==> src/rtl/assert_macros.svh <==
// assertion macros used by mandelbrot_escape_count.sv
// needs a clk and an active-low rst_n in the scope where a macro is used
`ifndef ASSERT_MACROS_SVH
`define ASSERT_MACROS_SVH

`ifndef ASSERT_OFF
// property must hold at every clock edge outside reset
`define ASSERT_PROP(lbl, prop, msg) \
  lbl: assert property (@(posedge clk) disable iff (!rst_n) (prop)) else $error(msg);
// condition must never be true outside reset
`define ASSERT_NEVER(lbl, cond, msg) \
  lbl: assert property (@(posedge clk) disable iff (!rst_n) !(cond)) else $error(msg);
`else
`define ASSERT_PROP(lbl, prop, msg)
`define ASSERT_NEVER(lbl, cond, msg)
`endif

`endif

==> src/rtl/mec_pkg.sv <==
// shared types and constants for the escape-time counter
// no dependencies
package mec_pkg;

  localparam int PIX_W  = 10;  // pixel coordinate width
  localparam int DIM_W  = 11;  // image dimension register width
  localparam int ITER_W = 12;  // iteration limit register and count field width
  localparam int SUM_W  = 32;  // checksum width
  localparam int CFG_W  = 12;  // config write data width, widest config register
  localparam int CFG_IDX_W = 2;

  // real axis: x * 3.5 / w - 2.5, held as x * 7 * 2^(f-1) / w - 5 * 2^(f-1)
  localparam int RE_SPAN_X2 = 7;
  localparam int RE_OFF_X2  = 5;

  typedef enum logic [CFG_IDX_W-1:0] {
    CFG_WIDTH  = 2'd0,
    CFG_HEIGHT = 2'd1,
    CFG_ITERS  = 2'd2
  } cfg_idx_t;

  typedef enum logic [2:0] {
    ST_IDLE,
    ST_DIV_RE,
    ST_DIV_IM,
    ST_MUL_RR,
    ST_MUL_II,
    ST_MUL_RI,
    ST_DONE
  } state_t;

endpackage

==> src/rtl/mandelbrot_escape_count.sv <==
// escape-time counter top level: sequencer, shared divider and multiplier, checksum
// depends on mec_pkg and assert_macros.svh
//
// One pixel is taken per transfer and one result is given back for it. After a pixel is
// accepted, a one-bit-per-cycle restoring divider forms the real part of c and then the
// imaginary part. The escape loop then runs on a single shared signed multiplier, one state
// per step of an iteration (zr*zr, zi*zi, then the escape test together with zr*zi and the
// z update). The limit, 100 after reset, is tested in the zr*zr step and ends the pixel
// there; an escape ends it in the last step. The finished result waits until the output
// register is free. The input is ready only while the sequencer is idle; the finished
// result sits in an output register, so the next pixel may be accepted while that result
// still waits to be taken. Image dimensions of 0 act as 1 and dimensions above MAX_DIM act
// as MAX_DIM; c saturates to the signed Q4.FRAC_BITS range. The checksum is the saturating
// sum of counts since the last pixel with clear_sum set, and is cleared by reset.
`include "assert_macros.svh"

module mandelbrot_escape_count
  import mec_pkg::*;
#(
  parameter int MAX_DIM   = 1024,
  parameter int FRAC_BITS = 28,
  parameter int ITER_BITS = 12
) (
  input  logic                 clk,
  input  logic                 rst_n,
  // configuration write port
  input  logic                 cfg_we,
  input  logic [CFG_IDX_W-1:0] cfg_index,
  input  logic [CFG_W-1:0]     cfg_wdata,
  // pixel input
  input  logic                 in_tvalid,
  output logic                 in_tready,
  input  logic [23:0]          in_tdata,   // pixel_x[9:0], pixel_y[19:10], zero pad
  input  logic                 in_tuser,   // clear_sum
  // result output
  output logic                 out_tvalid,
  input  logic                 out_tready,
  output logic [47:0]          out_tdata   // iteration_count[11:0], checksum[43:12], zero pad
);

  localparam int WORD_W = FRAC_BITS + 4;          // Q4.F word
  localparam int PROD_W = 2 * WORD_W;
  localparam int SQ_W   = FRAC_BITS + 8;          // product shifted down by F
  localparam int Z_W    = SQ_W + 2;               // room for the z update sums
  localparam int NUM_W  = PIX_W + 3 + FRAC_BITS - 1;  // divider numerator / quotient
  localparam int CDIF_W = NUM_W + 1;
  localparam int DCNT_W = $clog2(NUM_W);

  localparam logic signed [CDIF_W-1:0] OFF_RE = CDIF_W'(RE_OFF_X2) << (FRAC_BITS - 1);
  localparam logic signed [CDIF_W-1:0] OFF_IM = CDIF_W'(1) << FRAC_BITS;
  localparam logic signed [SQ_W:0]     ESC    = (SQ_W + 1)'(4) << FRAC_BITS;
  localparam logic signed [WORD_W-1:0] FX_MAX = {1'b0, {(WORD_W - 1){1'b1}}};
  localparam logic signed [WORD_W-1:0] FX_MIN = {1'b1, {(WORD_W - 1){1'b0}}};
  localparam logic [15:0]              ITER_MASK = 16'((32'd1 << ITER_BITS) - 1);
  localparam logic [DCNT_W-1:0]        DIV_LAST  = DCNT_W'(NUM_W - 1);

  // saturate the divider result minus its offset into a Q4.F word
  function automatic logic signed [WORD_W-1:0] sat_c(input logic signed [CDIF_W-1:0] v);
    logic [CDIF_W-WORD_W:0] top;
    top = v[CDIF_W-1:WORD_W-1];
    if ((&top) || !(|top)) return v[WORD_W-1:0];
    else if (v[CDIF_W-1]) return FX_MIN;
    else return FX_MAX;
  endfunction

  // saturate a z update sum into a Q4.F word
  function automatic logic signed [WORD_W-1:0] sat_z(input logic signed [Z_W-1:0] v);
    logic [Z_W-WORD_W:0] top;
    top = v[Z_W-1:WORD_W-1];
    if ((&top) || !(|top)) return v[WORD_W-1:0];
    else if (v[Z_W-1]) return FX_MIN;
    else return FX_MAX;
  endfunction

  // clamp a dimension register to 1..MAX_DIM
  function automatic logic [DIM_W-1:0] clamp_dim(input logic [DIM_W-1:0] d);
    if (d == '0) return DIM_W'(1);
    else if (32'(d) > MAX_DIM) return DIM_W'(MAX_DIM);
    else return d;
  endfunction

  // ---------------------------------------------------------------- registers
  state_t state_r, state_nxt;

  logic [DIM_W-1:0]  width_r, height_r;
  logic [ITER_W-1:0] iters_r;

  logic [PIX_W-1:0]  py_r, py_nxt;
  logic              clr_r, clr_nxt;

  // shared divider
  logic [NUM_W-1:0]  num_r, num_nxt;     // numerator in, quotient out
  logic [DIM_W-1:0]  rem_r, rem_nxt;
  logic [DIM_W-1:0]  dvs_r, dvs_nxt;
  logic [DCNT_W-1:0] dcnt_r, dcnt_nxt;

  // escape loop
  logic signed [WORD_W-1:0] cr_r, cr_nxt, ci_r, ci_nxt;
  logic signed [WORD_W-1:0] zr_r, zr_nxt, zi_r, zi_nxt;
  logic signed [SQ_W-1:0]   sr_r, sr_nxt, si_r, si_nxt;
  logic [ITER_BITS-1:0]     count_r, count_nxt;

  // result side
  logic              out_valid_r, out_valid_nxt;
  logic [ITER_W-1:0] out_count_r, out_count_nxt;
  logic [SUM_W-1:0]  sum_r, sum_nxt;

  // ---------------------------------------------------------------- handshake decode
  logic in_xfer, out_xfer, out_free, load_out;
  logic div_last;

  assign in_xfer  = in_tvalid && in_tready;
  assign out_xfer = out_valid_r && out_tready;
  assign out_free = !out_valid_r || out_tready;
  assign div_last = (dcnt_r == DIV_LAST);

  // ---------------------------------------------------------------- shared divider step
  logic [DIM_W:0]   trial;
  logic             q_bit;
  logic [NUM_W-1:0] num_step;
  logic [DIM_W-1:0] rem_step;

  always_comb begin
    trial    = {rem_r, num_r[NUM_W-1]};
    q_bit    = (trial >= {1'b0, dvs_r});
    rem_step = q_bit ? DIM_W'(trial - {1'b0, dvs_r}) : DIM_W'(trial);
    num_step = {num_r[NUM_W-2:0], q_bit};
  end

  // quotient minus the axis offset, saturated into c
  logic signed [WORD_W-1:0] c_sat;
  always_comb begin
    if (state_r == ST_DIV_RE) c_sat = sat_c($signed({1'b0, num_step}) - OFF_RE);
    else c_sat = sat_c($signed({1'b0, num_step}) - OFF_IM);
  end

  // ---------------------------------------------------------------- shared multiplier
  logic signed [WORD_W-1:0] mul_a, mul_b;
  logic signed [PROD_W-1:0] prod;
  logic signed [SQ_W-1:0]   prod_sq;
  logic signed [SQ_W:0]     prod_cross;   // 2*a*b shifted down by F

  always_comb begin
    case (state_r)
      ST_MUL_RR: begin mul_a = zr_r; mul_b = zr_r; end
      ST_MUL_II: begin mul_a = zi_r; mul_b = zi_r; end
      default:   begin mul_a = zr_r; mul_b = zi_r; end
    endcase
  end

  assign prod       = mul_a * mul_b;
  assign prod_sq    = prod[PROD_W-1:FRAC_BITS];
  assign prod_cross = prod[PROD_W-1:FRAC_BITS-1];

  // escape test and z update
  logic signed [SQ_W:0]  mag2;
  logic                  escaped;
  logic signed [Z_W-1:0] zr_wide, zi_wide;
  logic [ITER_BITS-1:0]  limit;
  logic                  at_limit;

  assign mag2     = (SQ_W + 1)'(sr_r) + (SQ_W + 1)'(si_r);
  assign escaped  = (mag2 > ESC);
  assign zr_wide  = Z_W'(sr_r) - Z_W'(si_r) + Z_W'(cr_r);
  assign zi_wide  = Z_W'(prod_cross) + Z_W'(ci_r);
  assign limit    = ITER_BITS'(16'(iters_r) & ITER_MASK);
  assign at_limit = (count_r == limit);

  // checksum add with saturation
  logic [SUM_W-1:0] sum_base;
  logic [SUM_W:0]   sum_wide;
  assign sum_base = clr_r ? '0 : sum_r;
  assign sum_wide = (SUM_W + 1)'(sum_base) + (SUM_W + 1)'(count_r);

  // ---------------------------------------------------------------- next state
  always_comb begin
    state_nxt = state_r;
    case (state_r)
      ST_IDLE:   if (in_tvalid) state_nxt = ST_DIV_RE;
      ST_DIV_RE: if (div_last) state_nxt = ST_DIV_IM;
      ST_DIV_IM: if (div_last) state_nxt = ST_MUL_RR;
      ST_MUL_RR: state_nxt = at_limit ? ST_DONE : ST_MUL_II;
      ST_MUL_II: state_nxt = ST_MUL_RI;
      ST_MUL_RI: state_nxt = escaped ? ST_DONE : ST_MUL_RR;
      ST_DONE:   if (out_free) state_nxt = ST_IDLE;
      default:   state_nxt = ST_IDLE;
    endcase
  end

  // ---------------------------------------------------------------- control outputs
  always_comb begin
    in_tready = 1'b0;
    load_out  = 1'b0;
    case (state_r)
      ST_IDLE: in_tready = 1'b1;
      ST_DONE: load_out  = out_free;
      default: begin
        in_tready = 1'b0;
        load_out  = 1'b0;
      end
    endcase
  end

  // ---------------------------------------------------------------- datapath
  always_comb begin
    py_nxt    = py_r;
    clr_nxt   = clr_r;
    num_nxt   = num_r;
    rem_nxt   = rem_r;
    dvs_nxt   = dvs_r;
    dcnt_nxt  = dcnt_r;
    cr_nxt    = cr_r;
    ci_nxt    = ci_r;
    zr_nxt    = zr_r;
    zi_nxt    = zi_r;
    sr_nxt    = sr_r;
    si_nxt    = si_r;
    count_nxt = count_r;

    if (in_xfer) begin
      // real axis numerator x * 7 * 2^(f-1)
      num_nxt  = (NUM_W'(in_tdata[PIX_W-1:0]) * NUM_W'(RE_SPAN_X2)) << (FRAC_BITS - 1);
      py_nxt   = in_tdata[2*PIX_W-1:PIX_W];
      clr_nxt  = in_tuser;
      rem_nxt  = '0;
      dvs_nxt  = clamp_dim(width_r);
      dcnt_nxt = '0;
    end

    case (state_r)
      ST_DIV_RE: begin
        num_nxt  = num_step;
        rem_nxt  = rem_step;
        dcnt_nxt = dcnt_r + 1'b1;
        if (div_last) begin
          cr_nxt   = c_sat;
          // imaginary axis numerator y * 2^(f+1)
          num_nxt  = NUM_W'(py_r) << (FRAC_BITS + 1);
          rem_nxt  = '0;
          dvs_nxt  = clamp_dim(height_r);
          dcnt_nxt = '0;
        end
      end
      ST_DIV_IM: begin
        num_nxt  = num_step;
        rem_nxt  = rem_step;
        dcnt_nxt = dcnt_r + 1'b1;
        if (div_last) begin
          ci_nxt    = c_sat;
          zr_nxt    = '0;
          zi_nxt    = '0;
          count_nxt = '0;
          dcnt_nxt  = '0;
        end
      end
      ST_MUL_RR: sr_nxt = prod_sq;
      ST_MUL_II: si_nxt = prod_sq;
      ST_MUL_RI: begin
        if (!escaped) begin
          zr_nxt    = sat_z(zr_wide);
          zi_nxt    = sat_z(zi_wide);
          count_nxt = count_r + 1'b1;
        end
      end
      default: begin
        sr_nxt = sr_r;
      end
    endcase
  end

  // result register and checksum
  always_comb begin
    out_valid_nxt = out_valid_r;
    out_count_nxt = out_count_r;
    sum_nxt       = sum_r;
    if (out_xfer) out_valid_nxt = 1'b0;
    if (load_out) begin
      out_valid_nxt = 1'b1;
      out_count_nxt = ITER_W'(16'(count_r));
      sum_nxt       = sum_wide[SUM_W] ? '1 : sum_wide[SUM_W-1:0];
    end
  end

  // ---------------------------------------------------------------- flops
  always_ff @(posedge clk) begin
    if (!rst_n) begin
      state_r     <= ST_IDLE;
      width_r     <= DIM_W'(128);
      height_r    <= DIM_W'(128);
      iters_r     <= ITER_W'(100);
      out_valid_r <= 1'b0;
      sum_r       <= '0;
      dcnt_r      <= '0;
    end else begin
      state_r     <= state_nxt;
      out_valid_r <= out_valid_nxt;
      sum_r       <= sum_nxt;
      dcnt_r      <= dcnt_nxt;
      if (cfg_we) begin
        case (cfg_index)
          CFG_WIDTH:  width_r  <= cfg_wdata[DIM_W-1:0];
          CFG_HEIGHT: height_r <= cfg_wdata[DIM_W-1:0];
          CFG_ITERS:  iters_r  <= cfg_wdata[ITER_W-1:0];
          default:    iters_r  <= iters_r;
        endcase
      end
    end
  end

  always_ff @(posedge clk) begin
    py_r        <= py_nxt;
    clr_r       <= clr_nxt;
    num_r       <= num_nxt;
    rem_r       <= rem_nxt;
    dvs_r       <= dvs_nxt;
    cr_r        <= cr_nxt;
    ci_r        <= ci_nxt;
    zr_r        <= zr_nxt;
    zi_r        <= zi_nxt;
    sr_r        <= sr_nxt;
    si_r        <= si_nxt;
    count_r     <= count_nxt;
    out_count_r <= out_count_nxt;
  end

  assign out_tvalid = out_valid_r;
  assign out_tdata  = {4'b0, sum_r, out_count_r};

  // ---------------------------------------------------------------- assertions
  `ASSERT_PROP(a_accept_starts_div, in_xfer |=> (state_r == ST_DIV_RE),
               "accepted pixel did not start the divider")
  `ASSERT_NEVER(a_load_over_held, load_out && out_valid_r && !out_tready,
                "result overwrote a waiting transfer")
  `ASSERT_PROP(a_sum_grows, (load_out && !clr_r) |=> (sum_r >= $past(sum_r)),
               "checksum dropped without a clear")
  `ASSERT_NEVER(a_count_past_limit,
                ((state_r == ST_MUL_RR) || (state_r == ST_MUL_II) ||
                 (state_r == ST_MUL_RI)) && (count_r > limit),
                "iteration count ran past the limit")

endmodule
==> config.mk <==
export PLATFORM = sky130hd
export DESIGN_NAME = mandelbrot_escape_count
export DESIGN_NICKNAME = d
export VERILOG_FILES = /design/src/rtl/mec_pkg.sv /design/src/rtl/mandelbrot_escape_count.sv
export VERILOG_INCLUDE_DIRS = /design/src /design/src/rtl
export SDC_FILE = /design/constraint.sdc
export NUM_CORES = 2
export LEC_CHECK = 0
export ABC_AREA = 1
export BUFFER_PORTS_ARGS = -buffer_cell sky130_fd_sc_hd__buf_2
export CAP_MARGIN = 20
export CELL_PAD_IN_SITES_DETAIL_PLACEMENT = 1
export CELL_PAD_IN_SITES_GLOBAL_PLACEMENT = 2
export CORE_ASPECT_RATIO = 1.25
export CORE_UTILIZATION = 37
export CTS_CLUSTER_DIAMETER = 40
export CTS_CLUSTER_SIZE = 16
export DETAILED_ROUTE_END_ITERATION = 16
export PLACE_DENSITY_LB_ADDON = 0.1
export SLEW_MARGIN = 10
export SYNTH_ARGS = -nofsm -noshare
export SYNTH_HDL_FRONTEND = slang
export SYNTH_SLANG_ARGS = --single-unit
==> constraint.sdc <==
create_clock -name clk -period 9.95 [get_ports clk]
set_input_delay 2.985 -clock clk [delete_from_list [all_inputs] [get_ports clk]]
set_output_delay 2.985 -clock clk [all_outputs]
set_load 0.02 [all_outputs]
* Yosys cells after proc, flatten, opt, wreduce, memory -nomap -nowiden
Index checks and enable logic that the tools add are counted.
Cells by class: add/subtract/negate cells 10, multiply operators 2, magnitude comparators 4, eq/ne operators 15, mux-type cells 49, reduce and logical (&&, ||, !) cells 36
Operators by type and width (count):
- 2-to-1 mux 32 bit | 16
- one-hot mux 32 bit (2 select lines) | 2
- 2-to-1 mux 11 bit | 10
- 2-to-1 mux 40 bit | 2
- one-hot mux 40 bit (2 select lines) | 1
- adder 37 x 32 -> 38 bit | 2
- multiplier 32 x 32 -> 64 bit | 1
- subtractor 40 x 29 -> 41 bit, second input constant | 1
- subtractor 40 x 30 -> 41 bit, second input constant | 1
- adder 36 x 36 -> 37 bit | 1
- > comparator 37 x 32 -> 1 bit, second input constant | 1
- subtractor 36 x 36 -> 37 bit | 1
- adder 32 x 12 -> 33 bit | 1
- 2-to-1 mux 12 bit | 2
- one-hot mux 12 bit (2 select lines) | 1
- > comparator 11 bit, second input constant | 2
- logical NOT 11 bit | 2
- one-hot mux 11 bit (2 select lines) | 1
- one-hot mux 3 bit (7 select lines) | 1
- AND reduction 10 bit | 2
- OR reduction 10 bit | 2
- 2-to-1 mux 6 bit | 3
- 2-to-1 mux 3 bit | 5
- AND reduction 7 bit | 2
- 27 further kinds | 53
Word-level totals: bits in registers 373, input bits 44, output and inout port bits 50, logic and storage cells 136

* Depth between registers and ports, before layout
depth after elaboration 10, gate-level depth with buffers 55, gate-level depth less buffers 51

* Worst setup path after synthesis
No wires, ideal clock.
path kind reg-to-reg, from register state_r[0], to register zi_r[1], data pin, setup time 0.274 ns, data arrival time 10.140 ns, required time 9.676 ns, setup slack -0.464 ns, cell stages (with the launch flop) 45, buffers on the path 3, cells stage by stage dfxtp_1 > nor2_1 > nand2_1 > buf_4 > o21ai_0 > clkinv_1 > clkbuf_1 > nor2_1 > fa_1 > fa_1 > fa_1 > fa_1 > inv_1 > fa_1 > inv_1 > fa_1 > inv_1 > fa_1 > [... 9 more ...] > o311ai_0 > xor2_1 > inv_1 > ha_1 > nand2_1 > nor2_1 > inv_1 > nor4_1 > nand3_1 > nand3_1 > nand2_1 > nand2_1 > nand3_1 > nor2_1 > nand2_1 > nand3_1 > buf_2 > a21oi_1
Between the ends: word-level cells in the longest chain between the ends 10, elaborated cells on any way between the ends 16
RTL lines:
- from (decl) | RTL line mandelbrot_escape_count.sv:83 | state_t state_r, state_nxt;
- from (signal assigned) | RTL line mandelbrot_escape_count.sv:295 | state_r <= state_nxt;
- equality test 3 bit / equality test 3 x 2 -> 1 bit (equally long branches) | RTL line mandelbrot_escape_count.sv:144 | case (state_r)
- 2-to-1 mux 32 bit | RTL line mandelbrot_escape_count.sv:144
- multiplier 32 x 32 -> 64 bit (*) | RTL line mandelbrot_escape_count.sv:151 | assign prod = mul_a * mul_b;
- via prod[61] | RTL line mandelbrot_escape_count.sv:139 | logic signed [PROD_W-1:0] prod;
- adder 37 x 32 -> 38 bit (*) | RTL line mandelbrot_escape_count.sv:165 | assign zi_wide = Z_W'(prod_cross) + Z_W'(ci_r);
- OR reduction 7 bit | RTL line mandelbrot_escape_count.sv:70 | if ((&top) || !(|top)) return v[WORD_W-1:0];
- logical NOT 1 bit | RTL line mandelbrot_escape_count.sv:70
- logical OR 1 bit | RTL line mandelbrot_escape_count.sv:70
- 2-to-1 mux 32 bit (*) | RTL line mandelbrot_escape_count.sv:70
- 2-to-1 mux 32 bit (*) | RTL line mandelbrot_escape_count.sv:259 | if (!escaped) begin
- one-hot mux 32 bit (2 select lines) (*) | RTL line mandelbrot_escape_count.sv:230 | case (state_r)
- to (signal assigned) | RTL line mandelbrot_escape_count.sv:319 | zi_r <= zi_nxt;
- to (decl) | RTL line mandelbrot_escape_count.sv:99 | logic signed [WORD_W-1:0] zr_r, zr_nxt, zi_r, zi_nxt;
The timed path passes the listed nets; every way through them passes the cells marked *. The select of a mux whose other input is x is not followed. A chain may end at the register's enable or synchronous reset.

* Worst setup path in the final report
from register state_r[0], to register zi_r[21], data pin
Same word-level chain as after synthesis.

==> summary.md <==
| Metric | Value |
|---|---|
| Post-Syn Instances | 7632 |
| FMAX | 95.1 MHz |
| Core ar. | 166000 um2 |
| First-pass iteration count of the detailed router | 6 |
| Post-CTS Hold Buffers | 0 |
| Post-synth EDFFs | 286 |
| ANT nets after route | 0 |
| Routed Wire Length | 249000 um |
| Slowest-stage cell, CP | fa_2 |
| Seq/Total Area, Yosys | 0.166 |
| WP data required | 10380 ps |
| Startpoint Class | flop |
| Synth Area in Simple Gates | 0.177 |
| DRC | 0 |
| Clk pin slew, worst setup/hold paths | around 70 ps |
| Layout cells sized above 1 | 0.214 |
| Ports | 94 |
| Failing checks | setup timing |
| Synth Area in Compound Gates | 0.0790 |
| Total track usage | 0.297 |
| Relative max-transition margin | 0.313 |
| Final setup violation count | 31 |
| Tmin final | 10520 ps |
| Post-route cell area | a little under 80000 um2 |
| Max stage delay on crit path | around 600 ps |
| Max Cap Viol | 0 |
| Initial Utilization | 0.374 |
| DRT iter0 DRCs | roughly 2400 |
| H-tree levels | 2 |
| Clock skew | 52.0 ps |
| First-pass GRT wire length | 375000 um |
| DIE AREA | 170000 um2 |
| Die W | around 370 um |
| Adder-cell share of the synthesized area | 0.431 |
| Mapped Avg Cell Area | 8.14 um2 |
| Placement Rows | about 170 |
| Nets | 10100 |
| Placer Congestion | 0.952 |
| Unique masters post-synth | 63 |
| Die height | 460 um |
| Hold Crit Class | flop to flop |
| Largest net degree at the start of global routing | 60 |
| Post-route setup slack | -567 ps |
| Routed vias/inst | 5.02 |
| Post-synth top flop | edfxtp_1 |
| Post-DP Area | 72800 um2 |
| Number of global-route vias before repair | 61000 |
| Sink Count | 373 |
| DP Wirelength | 213000 um |
| IO buf count | 85 |
| Main combinational cell family by area after synthesis | adder cells |
| Worst skew pair latency | 630 ps |
| YS warnings | 0 |
| Clock root buffer | clkbuf_16 |
| Xor/xnor share of the synthesized area | 0.0247 |
| Clk buf depth | 3 |
| Crit path DAT | 10940 ps |
| Least-Margin Pin Slew | 1030 ps |
| Syn Std Cell Area | 62100 um2 |
| Area growth syn-to-layout | 26.5% |
| Mux contribution to synthesized area | 0 |
| Pins Over Slew Limit | 0 |
| CTS tree | built |
| FILL cells | 19600 |
| Initial antenna violation count | 6 |
| CP max FO | 15 |
| CP Capture Type | flop |
| RSZ-0062 raised after global routing | true |
| WS Path Type | flop to flop |
| WL/cell | ~23 um |
| Outcome | complete, but fails checks |
| Ys async rst share | 0 |
| Vias | 54300 |
| Num CTS Buffers | 44 |
| Final Hold Viols | 0 |
| Cell mode on critical path | fa_1 |
| GR Overflow Total | 0 |
| Seq cells post-synth | 373 |
| Tcrit/Tclk final | 1.06 |
-- registers in the layout, summed over array words and instances, names as in the netlist --
| name | flops |
|---|---|
| state_r | 3 |
| width_r | 11 |
| iters_r | 12 |
| zi_r | 32 |
| out_count_r | 12 |
| cr_r | 32 |
| count_r | 12 |
| rem_r | 11 |
| height_r | 11 |
| clr_r | 1 |
| sr_r | 36 |
| py_r | 10 |
| out_tvalid | 1 |
| ci_r | 32 |
| zr_r | 32 |
| sum_r | 32 |
| num_r | 40 |
| dcnt_r | 6 |
| si_r | 36 |
| dvs_r | 11 |
-- cell families (layout without fill, tap and decap cells) --
kind of cell / count (synthesis) / in the layout
AOI/OAI and AO/OA: 873 / 873
xor gates and xnor gates: 174 / 174
adders and majority gates: 1463 / 1463
buffers and inverters: 1988 / 2974
DFF: 373 / 373
other: 1 / 8
and+or+nand+nor: 2760 / 2761
-- synthesized netlist by cell type (12+ instances only) --
master | instances | share of area
ha_1 | 332 | 0.067
nor3_1 | 62 | 0.0050
nand2_2 | 13 | 0.0013
nand3b_1 | 16 | 0.0019
o211ai_1 | 15 | 0.0018
a31oi_1 | 36 | 0.0036
a21boi_0 | 14 | 0.0017
nor4_1 | 20 | 0.0020
nand2_1 | 1460 | 0.088
clkbuf_1 | 192 | 0.012
nor2_1 | 971 | 0.059
xnor2_1 | 51 | 0.0072
buf_2 | 13 | 0.0010
a21o_1 | 12 | 0.0015
inv_1 | 1730 | 0.10
a21oi_2 | 31 | 0.0044
nand4_1 | 40 | 0.0040
o21ai_0 | 233 | 0.019
edfxtp_1 | 286 | 0.14
xor2_1 | 122 | 0.017
o21bai_1 | 24 | 0.0029
clkinv_1 | 23 | 0.0014
o221ai_1 | 12 | 0.0017
fa_1 | 1131 | 0.36
a21oi_1 | 401 | 0.032
dfxtp_1 | 87 | 0.028
nand3_1 | 142 | 0.011
o21ai_1 | 48 | 0.0039
-- through the flow --
step                TNS (ps)   util  hold WS [ps]  setup WS [ps]  instances
floorplan                  0      -           444           3.11       7635
global placement      -54170  0.438           452          -1740      10600
detailed placement    -56130  0.438           468          -1800      10600
CTS                   -16930  0.459           481           -566      10700
global route          -28210  0.473           502           -914      10800
finish                -16600  0.473           478           -567      10800
-- final cells by class --
cell class | count | area (um2) | share of cell area
inverters | 1759 | 6660 | 0.0847
diodes | 4 | 10.0 | 0.000127
clock inverters | 32 | 354 | 0.00451
flip-flops and latches | 373 | 10300 | 0.132
well taps | 2197 | 2750 | 0.0350
repair buffers | 1133 | 9970 | 0.127
multi-input cells | 5275 | 47300 | 0.603
clock buffers | 50 | 1140 | 0.0146
-- cells in the final DEF (no fill, tap or decap), drive strengths merged, types with 7 or more instances in the layout --
master	netlist	final
a211oi	7	7
nand3	146	147
or2	11	11
xnor2	51	51
o21bai	25	25
o221ai	12	12
a31oi	36	36
dfxtp	87	87
nand2	1473	1473
inv	1736	1735
a21oi	432	432
a32o	7	7
o211ai	15	15
o21ai	285	285
nand4	40	40
clkbuf	192	53
clkinvlp	0	12
a21boi	15	15
nand3b	16	16
xor2	123	123
nor3	64	64
a21o	12	12
buf	37	1130
edfxtp	286	286
clkinv	23	41
nor4	22	22
o21a	10	10
ha	332	332
fa	1131	1131
nor2	978	978
-- worst max-delay path, delay by kind of cell, from the launching register on --
kind            cells  cell delay (ps)
flops               1              370
buf+inv            13             1670
xor+xnor            1              210
simple gates       20             2760
compound gates      3              570
fa+ha+maj          10             4700
-- layer usage --
layer  vias to the layer above  part of all wire  GRT usage
li1                      24900                 -          -
met1                     28100              0.38      0.343
met2                       926              0.54      0.561
met3                       368             0.027     0.0184
met4                         4             0.053      0.132
met5                         -          0.000076          0
-- repair_timing --
action	in CTS	in global routing
setup endpoints to repair	32	32
gates cloned	3	3
pin swaps	49	170
setup buffers	43	70
resized for setup	327	399
-- worst paths after layout --
check	startpoint	to	slack (ps)	cells past startpoint
setup / recovery	state_r[0]$_SDFFE_PN0P_	zi_r[21]$_SDFFCE_PN0P_	-570	47
hold / removal	iters_r[9]$_SDFFE_PN0P_	iters_r[9]$_SDFFE_PN0P_	480	2
setup reg to reg	state_r[0]$_SDFFE_PN0P_	zi_r[21]$_SDFFCE_PN0P_	-570	47
hold reg to reg	iters_r[9]$_SDFFE_PN0P_	iters_r[9]$_SDFFE_PN0P_	480	2
Power is not shown: default switching activity piles up to over one toggle a cycle in this logic, so the estimate is an artifact.
